[src/rtl/gcne_pkg.sv]
// Package for the grid cell neighbor enumerator.
// Holds field widths, register indexes and the types shared by the front,
// the job queue and the back. No dependencies.
package gcne_pkg;

    // Field and datapath widths
    localparam int ID_W       = 18;
    localparam int SIDE_W     = 7;
    localparam int PLANE_W    = 2 * SIDE_W;
    localparam int VOL_W      = 3 * SIDE_W;
    localparam int DIR_W      = 3;
    localparam int NUM_DIR    = 6;
    localparam int DIV_W      = PLANE_W + SIDE_W - 1;

    // Configuration port
    localparam int CFG_IDX_W  = 1;
    localparam int CFG_DATA_W = SIDE_W;
    localparam logic [CFG_IDX_W-1:0] CFG_SIDE_LENGTH = 1'b0;
    localparam logic [CFG_IDX_W-1:0] CFG_THREE_DIM   = 1'b1;

    // Reset values of the registers
    localparam logic [SIDE_W-1:0] RST_SIDE_LENGTH = 7'd8;
    localparam logic              RST_THREE_DIM   = 1'b0;

    // Job queue depth (power of two)
    localparam int QDEPTH     = 2;
    localparam int QPTR_W     = $clog2(QDEPTH);
    localparam int QCNT_W     = $clog2(QDEPTH + 1);

    // Grid shape as seen by the front
    typedef struct packed {
        logic              three;
        logic [SIDE_W-1:0] side;
    } t_cfg;

    // One classified cell, handed from front to back
    typedef struct packed {
        logic [ID_W-1:0]    rid;
        logic [SIDE_W-1:0]  side;
        logic [PLANE_W-1:0] plane;
        logic               three;
        logic               inr;
        logic [SIDE_W-1:0]  c0;
        logic [SIDE_W-1:0]  c1;
        logic [SIDE_W-1:0]  c2;
    } t_job;

endpackage

[src/rtl/gcne_front.sv]
// Front of the neighbor enumerator: accepts a cell index, range checks it and
// splits it into coordinates with a restoring divider (quotient bits 6..3, then 2..0).
// Depends on gcne_pkg.
module gcne_front (
    input  logic                       i_clk,
    input  logic                       i_rst_n,
    input  gcne_pkg::t_cfg             i_cfg,
    input  logic                       i_valid,
    input  logic [gcne_pkg::ID_W-1:0]  i_region_id,
    output logic                       o_stall,
    output logic                       o_push,
    output gcne_pkg::t_job             o_job,
    input  logic                       i_full
);

    localparam logic [2:0] ST_IDLE = 3'd0;
    localparam logic [2:0] ST_PREP = 3'd1;
    localparam logic [2:0] ST_D1H  = 3'd2;
    localparam logic [2:0] ST_D1L  = 3'd3;
    localparam logic [2:0] ST_D2H  = 3'd4;
    localparam logic [2:0] ST_D2L  = 3'd5;

    logic [2:0]                       r_state;
    logic [2:0]                       n_state;
    logic [gcne_pkg::ID_W-1:0]        r_rid;
    logic [gcne_pkg::SIDE_W-1:0]      r_side;
    logic                             r_three;
    logic [gcne_pkg::PLANE_W-1:0]     r_plane;
    logic                             r_inr;
    logic [gcne_pkg::ID_W-1:0]        r_rem;
    logic [gcne_pkg::SIDE_W-1:0]      r_q;
    logic [gcne_pkg::SIDE_W-1:0]      r_z;

    logic                             accept;
    logic                             div_lo;
    logic                             div_first;
    logic [gcne_pkg::PLANE_W-1:0]     divisor;
    logic [gcne_pkg::DIV_W-1:0]       rem_nx;
    logic [gcne_pkg::SIDE_W-1:0]      q_nx;
    logic [gcne_pkg::DIV_W-1:0]       div_trial;
    logic [2:0]                       div_k;
    logic [gcne_pkg::VOL_W-1:0]       limit;

    assign o_stall = (r_state != ST_IDLE);
    assign accept  = i_valid && !o_stall;

    // Divider: quotient fits SIDE_W bits for an in-range index, steps 6..3 then 2..0
    always_comb begin
        div_lo    = (r_state == ST_D1L) || (r_state == ST_D2L);
        div_first = (r_state == ST_D1H) || (r_state == ST_D1L);
        divisor   = (div_first && r_three) ? r_plane : gcne_pkg::PLANE_W'(r_side);
        rem_nx    = gcne_pkg::DIV_W'(r_rem);
        q_nx      = r_q;
        div_k     = 3'd0;
        div_trial = '0;
        for (int j = 0; j < 4; j++) begin
            if (!(div_lo && (j == 3))) begin
                div_k     = (div_lo ? 3'd2 : 3'd6) - 3'(j);
                div_trial = gcne_pkg::DIV_W'(divisor) << div_k;
                if (rem_nx >= div_trial) begin
                    rem_nx      = rem_nx - div_trial;
                    q_nx[div_k] = 1'b1;
                end
            end
        end
    end

    // Grid size bound for the range check
    assign limit = r_three ? (gcne_pkg::VOL_W'(r_plane) * gcne_pkg::VOL_W'(r_side))
                           : gcne_pkg::VOL_W'(r_plane);

    // Hand-off to the queue in the last divide step, while the queue is not full
    assign o_push = (((r_state == ST_D1L) && !r_three) || (r_state == ST_D2L)) && !i_full;

    always_comb begin
        o_job       = '0;
        o_job.rid   = r_rid;
        o_job.side  = r_side;
        o_job.plane = r_plane;
        o_job.three = r_three;
        o_job.inr   = r_inr;
        o_job.c0    = rem_nx[gcne_pkg::SIDE_W-1:0];
        o_job.c1    = q_nx;
        o_job.c2    = r_three ? r_z : '0;
    end

    // Sequencer
    always_comb begin
        n_state = r_state;
        case (r_state)
            ST_IDLE: if (accept) n_state = ST_PREP;
            ST_PREP: n_state = ST_D1H;
            ST_D1H:  n_state = ST_D1L;
            ST_D1L: begin
                if (r_three) n_state = ST_D2H;
                else if (!i_full) n_state = ST_IDLE;
            end
            ST_D2H:  n_state = ST_D2L;
            ST_D2L:  if (!i_full) n_state = ST_IDLE;
            default: n_state = ST_IDLE;
        endcase
    end

    always_ff @(posedge i_clk) begin
        if (!i_rst_n) begin
            r_state <= ST_IDLE;
        end else begin
            r_state <= n_state;
        end
    end

    // Datapath registers
    always_ff @(posedge i_clk) begin
        case (r_state)
            ST_IDLE: begin
                if (accept) begin
                    r_rid   <= i_region_id;
                    r_side  <= i_cfg.side;
                    r_three <= i_cfg.three;
                    r_rem   <= i_region_id;
                    r_q     <= '0;
                end
            end
            ST_PREP: begin
                r_plane <= gcne_pkg::PLANE_W'(r_side) * gcne_pkg::PLANE_W'(r_side);
            end
            ST_D1H, ST_D2H: begin
                r_rem <= rem_nx[gcne_pkg::ID_W-1:0];
                r_q   <= q_nx;
                if (r_state == ST_D1H) begin
                    r_inr <= (gcne_pkg::VOL_W'(r_rid) < limit);
                end
            end
            ST_D1L: begin
                if (r_three) begin
                    r_z   <= q_nx;
                    r_rem <= rem_nx[gcne_pkg::ID_W-1:0];
                    r_q   <= '0;
                end
            end
            default: begin
            end
        endcase
    end

endmodule

[src/rtl/gcne_queue.sv]
// Short job queue between the front and the back of the neighbor enumerator.
// Register array with read and write pointers. Depends on gcne_pkg.
module gcne_queue (
    input  logic            i_clk,
    input  logic            i_rst_n,
    input  logic            i_push,
    input  gcne_pkg::t_job  i_data,
    output logic            o_full,
    input  logic            i_pop,
    output logic            o_empty,
    output gcne_pkg::t_job  o_data
);

    gcne_pkg::t_job                r_mem [gcne_pkg::QDEPTH];
    logic [gcne_pkg::QPTR_W-1:0]   r_wp;
    logic [gcne_pkg::QPTR_W-1:0]   r_rp;
    logic [gcne_pkg::QCNT_W-1:0]   r_cnt;

    assign o_full  = (r_cnt == gcne_pkg::QCNT_W'(gcne_pkg::QDEPTH));
    assign o_empty = (r_cnt == '0);
    assign o_data  = r_mem[r_rp];

    // Pointers and fill count
    always_ff @(posedge i_clk) begin
        if (!i_rst_n) begin
            r_wp  <= '0;
            r_rp  <= '0;
            r_cnt <= '0;
        end else begin
            if (i_push) r_wp <= r_wp + 1'b1;
            if (i_pop)  r_rp <= r_rp + 1'b1;
            case ({i_push, i_pop})
                2'b10:   r_cnt <= r_cnt + 1'b1;
                2'b01:   r_cnt <= r_cnt - 1'b1;
                default: r_cnt <= r_cnt;
            endcase
        end
    end

    // Storage
    always_ff @(posedge i_clk) begin
        if (i_push) r_mem[r_wp] <= i_data;
    end

`ifndef SYNTHESIS
    a_no_push_full: assert property (@(posedge i_clk) disable iff (!i_rst_n)
        (i_push |-> !o_full)) else $error("job pushed into full queue");
    a_no_pop_empty: assert property (@(posedge i_clk) disable iff (!i_rst_n)
        (i_pop |-> !o_empty)) else $error("job popped from empty queue");
`endif

endmodule

[src/rtl/gcne_back.sv]
// Back of the neighbor enumerator: builds the valid-direction mask of a job and
// emits one result per set bit, or one not-found result for an empty mask, through a registered output stage.
// Depends on gcne_pkg.
module gcne_back (
    input  logic                        i_clk,
    input  logic                        i_rst_n,
    input  logic                        i_empty,
    input  gcne_pkg::t_job              i_head,
    output logic                        o_pop,
    output logic                        o_valid,
    output logic [gcne_pkg::ID_W-1:0]   o_neighbor_id,
    output logic [gcne_pkg::DIR_W-1:0]  o_direction,
    output logic                        o_found,
    output logic                        o_last,
    input  logic                        i_stall
);

    localparam logic [1:0] AX_X = 2'd0;
    localparam logic [1:0] AX_Y = 2'd1;
    localparam logic [1:0] AX_Z = 2'd2;

    logic                               r_busy;
    logic [gcne_pkg::NUM_DIR-1:0]       r_mask;
    logic [gcne_pkg::ID_W-1:0]          r_rid;
    logic [gcne_pkg::SIDE_W-1:0]        r_side;
    logic [gcne_pkg::PLANE_W-1:0]       r_plane;
    logic                               r_three;
    logic                               r_out_valid;
    logic [gcne_pkg::ID_W-1:0]          r_nid;
    logic [gcne_pkg::DIR_W-1:0]         r_dir;
    logic                               r_found;
    logic                               r_last;

    logic [gcne_pkg::NUM_DIR-1:0]       head_mask;
    logic [1:0]                         h_axis;
    logic [gcne_pkg::SIDE_W-1:0]        h_coord;
    logic [gcne_pkg::VOL_W-1:0]         h_sum;
    logic                               h_ok;
    logic [gcne_pkg::DIR_W-1:0]         sel;
    logic [gcne_pkg::NUM_DIR-1:0]       sel_bit;
    logic [gcne_pkg::VOL_W-1:0]         sel_mag;
    logic [gcne_pkg::ID_W-1:0]          emit_id;
    logic                               emit_last;
    logic                               out_free;
    logic                               emit;
    logic                               done;
    logic                               load;

    // Axis of a direction: 2D order row-,row+,col-,col+; 3D order x-,x+,y-,y+,z-,z+
    function automatic logic [1:0] axis_of(input logic three,
                                           input logic [gcne_pkg::DIR_W-1:0] dir);
        logic [1:0] ax;
        ax = AX_X;
        if (three) begin
            case (dir[2:1])
                2'd0:    ax = AX_X;
                2'd1:    ax = AX_Y;
                default: ax = AX_Z;
            endcase
        end else begin
            ax = (dir[2:1] == 2'd0) ? AX_Y : AX_X;
        end
        return ax;
    endfunction

    // Index step along an axis
    function automatic logic [gcne_pkg::VOL_W-1:0] mag_of(
            input logic [1:0] ax,
            input logic [gcne_pkg::SIDE_W-1:0] side,
            input logic [gcne_pkg::PLANE_W-1:0] plane);
        logic [gcne_pkg::VOL_W-1:0] m;
        case (ax)
            AX_X:    m = gcne_pkg::VOL_W'(1);
            AX_Y:    m = gcne_pkg::VOL_W'(side);
            default: m = gcne_pkg::VOL_W'(plane);
        endcase
        return m;
    endfunction

    // Valid-direction mask of the queue head
    always_comb begin
        head_mask = '0;
        h_axis    = AX_X;
        h_coord   = '0;
        h_sum     = '0;
        h_ok      = 1'b0;
        for (int d = 0; d < gcne_pkg::NUM_DIR; d++) begin
            h_axis = axis_of(i_head.three, gcne_pkg::DIR_W'(d));
            case (h_axis)
                AX_X:    h_coord = i_head.c0;
                AX_Y:    h_coord = i_head.c1;
                default: h_coord = i_head.c2;
            endcase
            h_sum = gcne_pkg::VOL_W'(i_head.rid)
                  + mag_of(h_axis, i_head.side, i_head.plane);
            if (d % 2 == 1) begin
                h_ok = ({1'b0, h_coord} + 8'd1 < {1'b0, i_head.side})
                    && (h_sum[gcne_pkg::VOL_W-1:gcne_pkg::ID_W] == '0);
            end else begin
                h_ok = (h_coord != '0);
            end
            head_mask[d] = i_head.inr && (i_head.three || (d < 4)) && h_ok;
        end
    end

    // Lowest pending direction
    always_comb begin
        sel = '0;
        for (int d = gcne_pkg::NUM_DIR - 1; d >= 0; d--) begin
            if (r_mask[d]) sel = gcne_pkg::DIR_W'(d);
        end
        sel_bit   = gcne_pkg::NUM_DIR'(1) << sel;
        sel_mag   = mag_of(axis_of(r_three, sel), r_side, r_plane);
        emit_id   = sel[0] ? (r_rid + sel_mag[gcne_pkg::ID_W-1:0])
                           : (r_rid - sel_mag[gcne_pkg::ID_W-1:0]);
        emit_last = ((r_mask & ~sel_bit) == '0);
    end

    // Handshake between job register and output register
    assign out_free = !r_out_valid || !i_stall;
    assign emit     = r_busy && out_free;
    assign done     = emit && emit_last;
    assign load     = !i_empty && (!r_busy || done);
    assign o_pop    = load;

    always_ff @(posedge i_clk) begin
        if (!i_rst_n) begin
            r_busy      <= 1'b0;
            r_out_valid <= 1'b0;
        end else begin
            if (load) r_busy <= 1'b1;
            else if (done) r_busy <= 1'b0;
            if (emit) r_out_valid <= 1'b1;
            else if (out_free) r_out_valid <= 1'b0;
        end
    end

    // Job register
    always_ff @(posedge i_clk) begin
        if (load) begin
            r_mask  <= head_mask;
            r_rid   <= i_head.rid;
            r_side  <= i_head.side;
            r_plane <= i_head.plane;
            r_three <= i_head.three;
        end else if (emit) begin
            r_mask  <= r_mask & ~sel_bit;
        end
    end

    // Output register; an empty mask gives the single not-found result
    always_ff @(posedge i_clk) begin
        if (emit) begin
            if (r_mask == '0) begin
                r_nid   <= '0;
                r_dir   <= '0;
                r_found <= 1'b0;
                r_last  <= 1'b1;
            end else begin
                r_nid   <= emit_id;
                r_dir   <= sel;
                r_found <= 1'b1;
                r_last  <= emit_last;
            end
        end
    end

    assign o_valid       = r_out_valid;
    assign o_neighbor_id = r_nid;
    assign o_direction   = r_dir;
    assign o_found       = r_found;
    assign o_last        = r_last;

`ifndef SYNTHESIS
    a_notfound_alone: assert property (@(posedge i_clk) disable iff (!i_rst_n)
        (o_valid && !o_found |-> o_last && (o_neighbor_id == '0) && (o_direction == '0)))
        else $error("not-found result must be a lone zero transaction");
`endif

endmodule

[src/rtl/grid_cell_neighbor_enumerator_core.sv]
// Grid cell neighbor enumerator, top level.
// Instantiates gcne_front, gcne_queue and gcne_back; depends on gcne_pkg.
//
// Usage:
//   Input channel i_valid/i_region_id/o_stall carries one linear cell index per
//   transaction. Output channel o_valid/o_neighbor_id/o_direction/o_found/o_last
//   with i_stall returns one transaction per face-adjacent in-grid neighbor,
//   in direction order, with o_last on the final one. An index beyond the grid
//   or a cell without neighbors gives one transaction with found low.
//   Registers: index 0 side_length (0 reads as 1, clamped to MAX_SIDE),
//   index 1 three_dim. Write them only while the block is idle.
// Operation:
//   The front takes each index through a plane multiply step and then, per
//   divide, a high and a low divide step: one divide in 2D, two in 3D. It takes
//   no new index until its job is pushed. The back emits one result per cycle
//   while the output is not stalled.
// Reset and stall:
//   Synchronous active-low reset empties the queue and output stage and loads
//   side_length 8, three_dim 0. A stalled output holds its transaction; the
//   back then stops, the queue fills, and the front raises o_stall.
module grid_cell_neighbor_enumerator_core #(
    parameter int MAX_SIDE = 64
) (
    input  logic                            i_clk,
    input  logic                            i_rst_n,
    input  logic                            i_cfg_we,
    input  logic [gcne_pkg::CFG_IDX_W-1:0]  i_cfg_addr,
    input  logic [gcne_pkg::CFG_DATA_W-1:0] i_cfg_wdata,
    input  logic                            i_valid,
    input  logic [gcne_pkg::ID_W-1:0]       i_region_id,
    output logic                            o_stall,
    output logic                            o_valid,
    output logic [gcne_pkg::ID_W-1:0]       o_neighbor_id,
    output logic [gcne_pkg::DIR_W-1:0]      o_direction,
    output logic                            o_found,
    output logic                            o_last,
    input  logic                            i_stall
);

    logic [gcne_pkg::SIDE_W-1:0] r_side_length;
    logic                        r_three_dim;
    gcne_pkg::t_cfg              cfg;
    logic                        q_push;
    logic                        q_full;
    logic                        q_pop;
    logic                        q_empty;
    gcne_pkg::t_job              q_in;
    gcne_pkg::t_job              q_head;

    // Configuration registers
    always_ff @(posedge i_clk) begin
        if (!i_rst_n) begin
            r_side_length <= gcne_pkg::RST_SIDE_LENGTH;
            r_three_dim   <= gcne_pkg::RST_THREE_DIM;
        end else if (i_cfg_we) begin
            case (i_cfg_addr)
                gcne_pkg::CFG_SIDE_LENGTH: r_side_length <= i_cfg_wdata;
                gcne_pkg::CFG_THREE_DIM:   r_three_dim   <= i_cfg_wdata[0];
                default: begin
                end
            endcase
        end
    end

    // Effective side length
    always_comb begin
        cfg.three = r_three_dim;
        if (r_side_length == '0) begin
            cfg.side = gcne_pkg::SIDE_W'(1);
        end else if (32'(r_side_length) > 32'(MAX_SIDE)) begin
            cfg.side = gcne_pkg::SIDE_W'(MAX_SIDE);
        end else begin
            cfg.side = r_side_length;
        end
    end

    gcne_front u_front (
        .i_clk       (i_clk),
        .i_rst_n     (i_rst_n),
        .i_cfg       (cfg),
        .i_valid     (i_valid),
        .i_region_id (i_region_id),
        .o_stall     (o_stall),
        .o_push      (q_push),
        .o_job       (q_in),
        .i_full      (q_full)
    );

    gcne_queue u_queue (
        .i_clk   (i_clk),
        .i_rst_n (i_rst_n),
        .i_push  (q_push),
        .i_data  (q_in),
        .o_full  (q_full),
        .i_pop   (q_pop),
        .o_empty (q_empty),
        .o_data  (q_head)
    );

    gcne_back u_back (
        .i_clk         (i_clk),
        .i_rst_n       (i_rst_n),
        .i_empty       (q_empty),
        .i_head        (q_head),
        .o_pop         (q_pop),
        .o_valid       (o_valid),
        .o_neighbor_id (o_neighbor_id),
        .o_direction   (o_direction),
        .o_found       (o_found),
        .o_last        (o_last),
        .i_stall       (i_stall)
    );

endmodule
[config.mk]
export PLATFORM = sky130hd
export DESIGN_NAME = grid_cell_neighbor_enumerator_core
export DESIGN_NICKNAME = d
export VERILOG_FILES = /design/src/rtl/gcne_pkg.sv /design/src/rtl/gcne_front.sv /design/src/rtl/gcne_queue.sv /design/src/rtl/gcne_back.sv /design/src/rtl/grid_cell_neighbor_enumerator_core.sv
export SDC_FILE = /design/constraint.sdc
export NUM_CORES = 1
export LEC_CHECK = 0
export ABC_AREA = 1
export BUFFER_PORTS_ARGS = -buffer_cell sky130_fd_sc_hd__buf_4
export CORE_MARGIN = 5
export CORE_UTILIZATION = 35
export DETAILED_ROUTE_END_ITERATION = 8
export SETUP_SLACK_MARGIN = 0.4
export SYNTH_ARGS = -nofsm -noshare
export SYNTH_HDL_FRONTEND = slang
export SYNTH_HIERARCHICAL = 1
export SYNTH_SLANG_ARGS = --single-unit
[constraint.sdc]
create_clock -name i_clk -period 14.5 [get_ports i_clk]
set_input_delay 0.725 -clock i_clk [delete_from_list [all_inputs] [get_ports i_clk]]
set_output_delay 0.725 -clock i_clk [all_outputs]
set_load 0.02 [all_outputs]
==> flow_summary.toml <==
[synth]
synth-edff-count = 265
synth_area_per_cell_um2 = 8.72
postSynthCellCount = 2617
yosys.area.top_type_share_pct = 34.9
async_flop_share_pct = 0
ys_warn_count = 6
ys_types = 63
synth-seq-cells = 283
synthFlopType = "edfxtp_1"
synth_area_um2 = 22800
seq_area_frac_synth_pct = 36.4
synth_area_leader_cell = "edfxtp_1"
synthTopCellsByArea = "edfxtp_1 35%, ha_1 12%, nand2_1 10%"

[clock_tree]
cts_max_level = 1
cts_sinks = 283
clk_latency_ns = 0.60
clk_pin_slew_ns = 0.07
cts.repair.resized = 0
cts-root-buf = "clkbuf_16"
postCtsSetupBuffers = 0
cts_buffer_depth = 3
postCtsHoldBufs = 0
cts_tree = "yes"
cts_buffers = 31

[timing]
fin_crit_sh_pct = 89.5
finalSetupViolCount = 0
min_period_ns = 12.97
max_freq_mhz = 77.1
drv_slew = 0
tns_ns = 0
fin_skew_ns = 0.0343
tightest_slew_ns = 0.900
hold_violations = 0
rsz0062_at_grt = "false"
relSlewSlack_pct = 40.0

[floorplan]
die-area_um2 = 70400
core_um2 = 64600
die_x_um = 265
dieHeight_um = 265
ios = 56
start_util_pct = 35.3
row_count = 93

[worst_setup_path]
cp_max_fo = 26
max_stage_delay_ns = 0.94
crit_slowest_cell = "edfxtp_1"
critPathTopFamily = "simple AND/OR/NAND/NOR gates"
crit_path_end_kind = "register"
cp_data_required_time_ns = 14.79
crit_type = "reg -> reg"
path_common_cell = "nand2_1"
crit_arrival_ns = 13.26
startpoint = "u_front/r_three"
r2r-start = "u_front/r_three"
path_buf_inv = 9
critPathLaunchType = "register"

[global_route]
grt_max_degree = 63
antenna_found_initial = 2
grt_pass1_wl_um = 86000
grt_pass1_vias = 16065
grt.met2_usage_pct = 24.3
grt_use_met3_pct = 2.23
overflow = 0
met1_usage_pct = 21.2
grtUsageTotal_pct = 14.9
grt_most_used_layer = "met2"

[finish]
finish.utilization_pct = 38.9
antenna_cells = 0
drive_gt1_share_pct = 10.6
fillerInstances = 6498
syn2layout_area_growth_pct = 10.2
nets = 2969
multiInputGateArea_um2 = 12500
regArea_um2 = 8320

[detailed_routing]
vias_per_cell = 4.80
final_antenna_net_count = 0
vias = 16933
dr.pass1.iters = 5
wl_um = 53600
routedWlPerCell_um = 15.2
drc_errors = 0
drt-initial-drc-count = 1072

[outcome]
status = "finished clean"

[run]
maxCapViolations = 0

[min_path]
hold_start = "i_region_id[17]"
hold_path.class = "in -> reg"

[placement]
portBuffers = 55
place.gp.congestion = 0.906
dpl.hpwl_um = 42200
cells in the mapped netlist, types with 4 or more instances:
cell / count
xor2_1: 59
nand3_1: 103
a31oi_1: 16
o211ai_1: 6
nor2_1: 163
nor3_1: 21
buf_12: 6
a21o_1: 12
mux2_4: 60
edfxtp_1: 265
buf_4: 6
inv_1: 402
xnor2_1: 32
o21ai_1: 17
nand4_1: 25
o21ai_0: 128
clkbuf_1: 35
buf_1: 6
nand2_2: 26
nand3_2: 14
mux2i_1: 4
buf_2: 10
a21oi_1: 165
nor2_4: 6
ha_1: 214
nand2_4: 6
dfxtp_1: 18
inv_2: 14
nor2_2: 8
o21bai_1: 12
o31ai_1: 4
nand3b_1: 4
a211oi_1: 9
buf_6: 5
or2_2: 11
fa_1: 72
o21a_1: 7
nand2_1: 605
cell families after synthesis:
family	after synthesis	synth area share [%]
AND/OR/NAND/NOR	1006	19.3
buffers and inverters	489	8.82
AO/OA/AOI/OAI	392	9.48
adder cells (fa/ha/maj)	286	18.0
flip-flops	283	36.4
XOR/XNOR	92	3.56
multiplexers	67	4.27
other	2	0.0329
sequential cells by signal, indices dropped and copies added (netlist names), 6 cells and up, named ones only:
signal	flops
u_front/r_rem	18
u_back/r_side	7
u_front/r_plane	13
u_back/r_plane	14
u_front/r_side	7
u_back/o_neighbor_id	18
u_front/r_z	7
u_front/r_q	7
u_front/r_rid	18
u_queue/r_mem	124
r_side_length	7
u_back/r_rid	18
u_back/r_mask	6
per-layer routing:
metal | wire (um) | part of all wire, % | vias up
met5 | 0 | 0 | -
met4 | 1170 | 2.2 | 0
met3 | 2830 | 5.3 | 68
met2 | 24100 | 45 | 341
met1 | 25500 | 48 | 7818
li1 | - | - | 8706
path summary, 6_finish.rpt:
path,endpoint,slack [ns],cells after the start
worst max-delay path,u_queue/r_mem[0][18],1.53,63
worst min-delay path,u_front/r_rid[17],0.35,1
worst max register to register,u_queue/r_mem[0][18],1.53,63
worst min register to register,u_queue/r_mem[1][21],0.49,0
layout by cell type (no fill, tap or decap), drive strengths merged, types with 2 or more instances in the layout:
master    count
o21ai       146
a31oi        16
a21boi        3
nor3b         2
a22oi         2
inv         424
nor3         21
nand4        27
a21oi       166
edfxtp      265
mux2i         4
nor2        179
o22ai         2
fa           72
or2          11
a211oi        9
xor2         60
o221ai        3
nand2       637
clkinvlp      2
clkbuf       35
nand3       119
o21bai       12
conb          5
xnor2        32
o211ai        6
bufinv        7
buf          70
a21o         12
o31ai         4
ha          214
clkinv        7
o21a          7
mux2         63
and2          2
nor4          4
nand3b        4
dfxtp        18
through the flow:
stage	hold WS, ns	cells	setup slack (ns)	cell area (um2)
floorplan	0.409	2620	5.33	22800
global placement	0.479	3474	2.18	24000
detailed placement	0.491	3474	1.82	24000
CTS	0.321	3531	1.80	25100
global route	0.328	3531	0.401	25100
finish	0.346	3531	1.53	25100
area by class of cell:
type                    count  share of cell area [%]
flip-flops and latches    283                    33.1
clock inverters            22                    1.31
repair buffers             70                    2.09
inverters                 418                    6.25
multi-input cells        1848                    49.9
clock buffers              35                    3.14
well taps                 855                    4.25
Power is left out: the tool's default activity adds up to more than one toggle a clock period on the data nets, which glitch-free logic cannot reach.
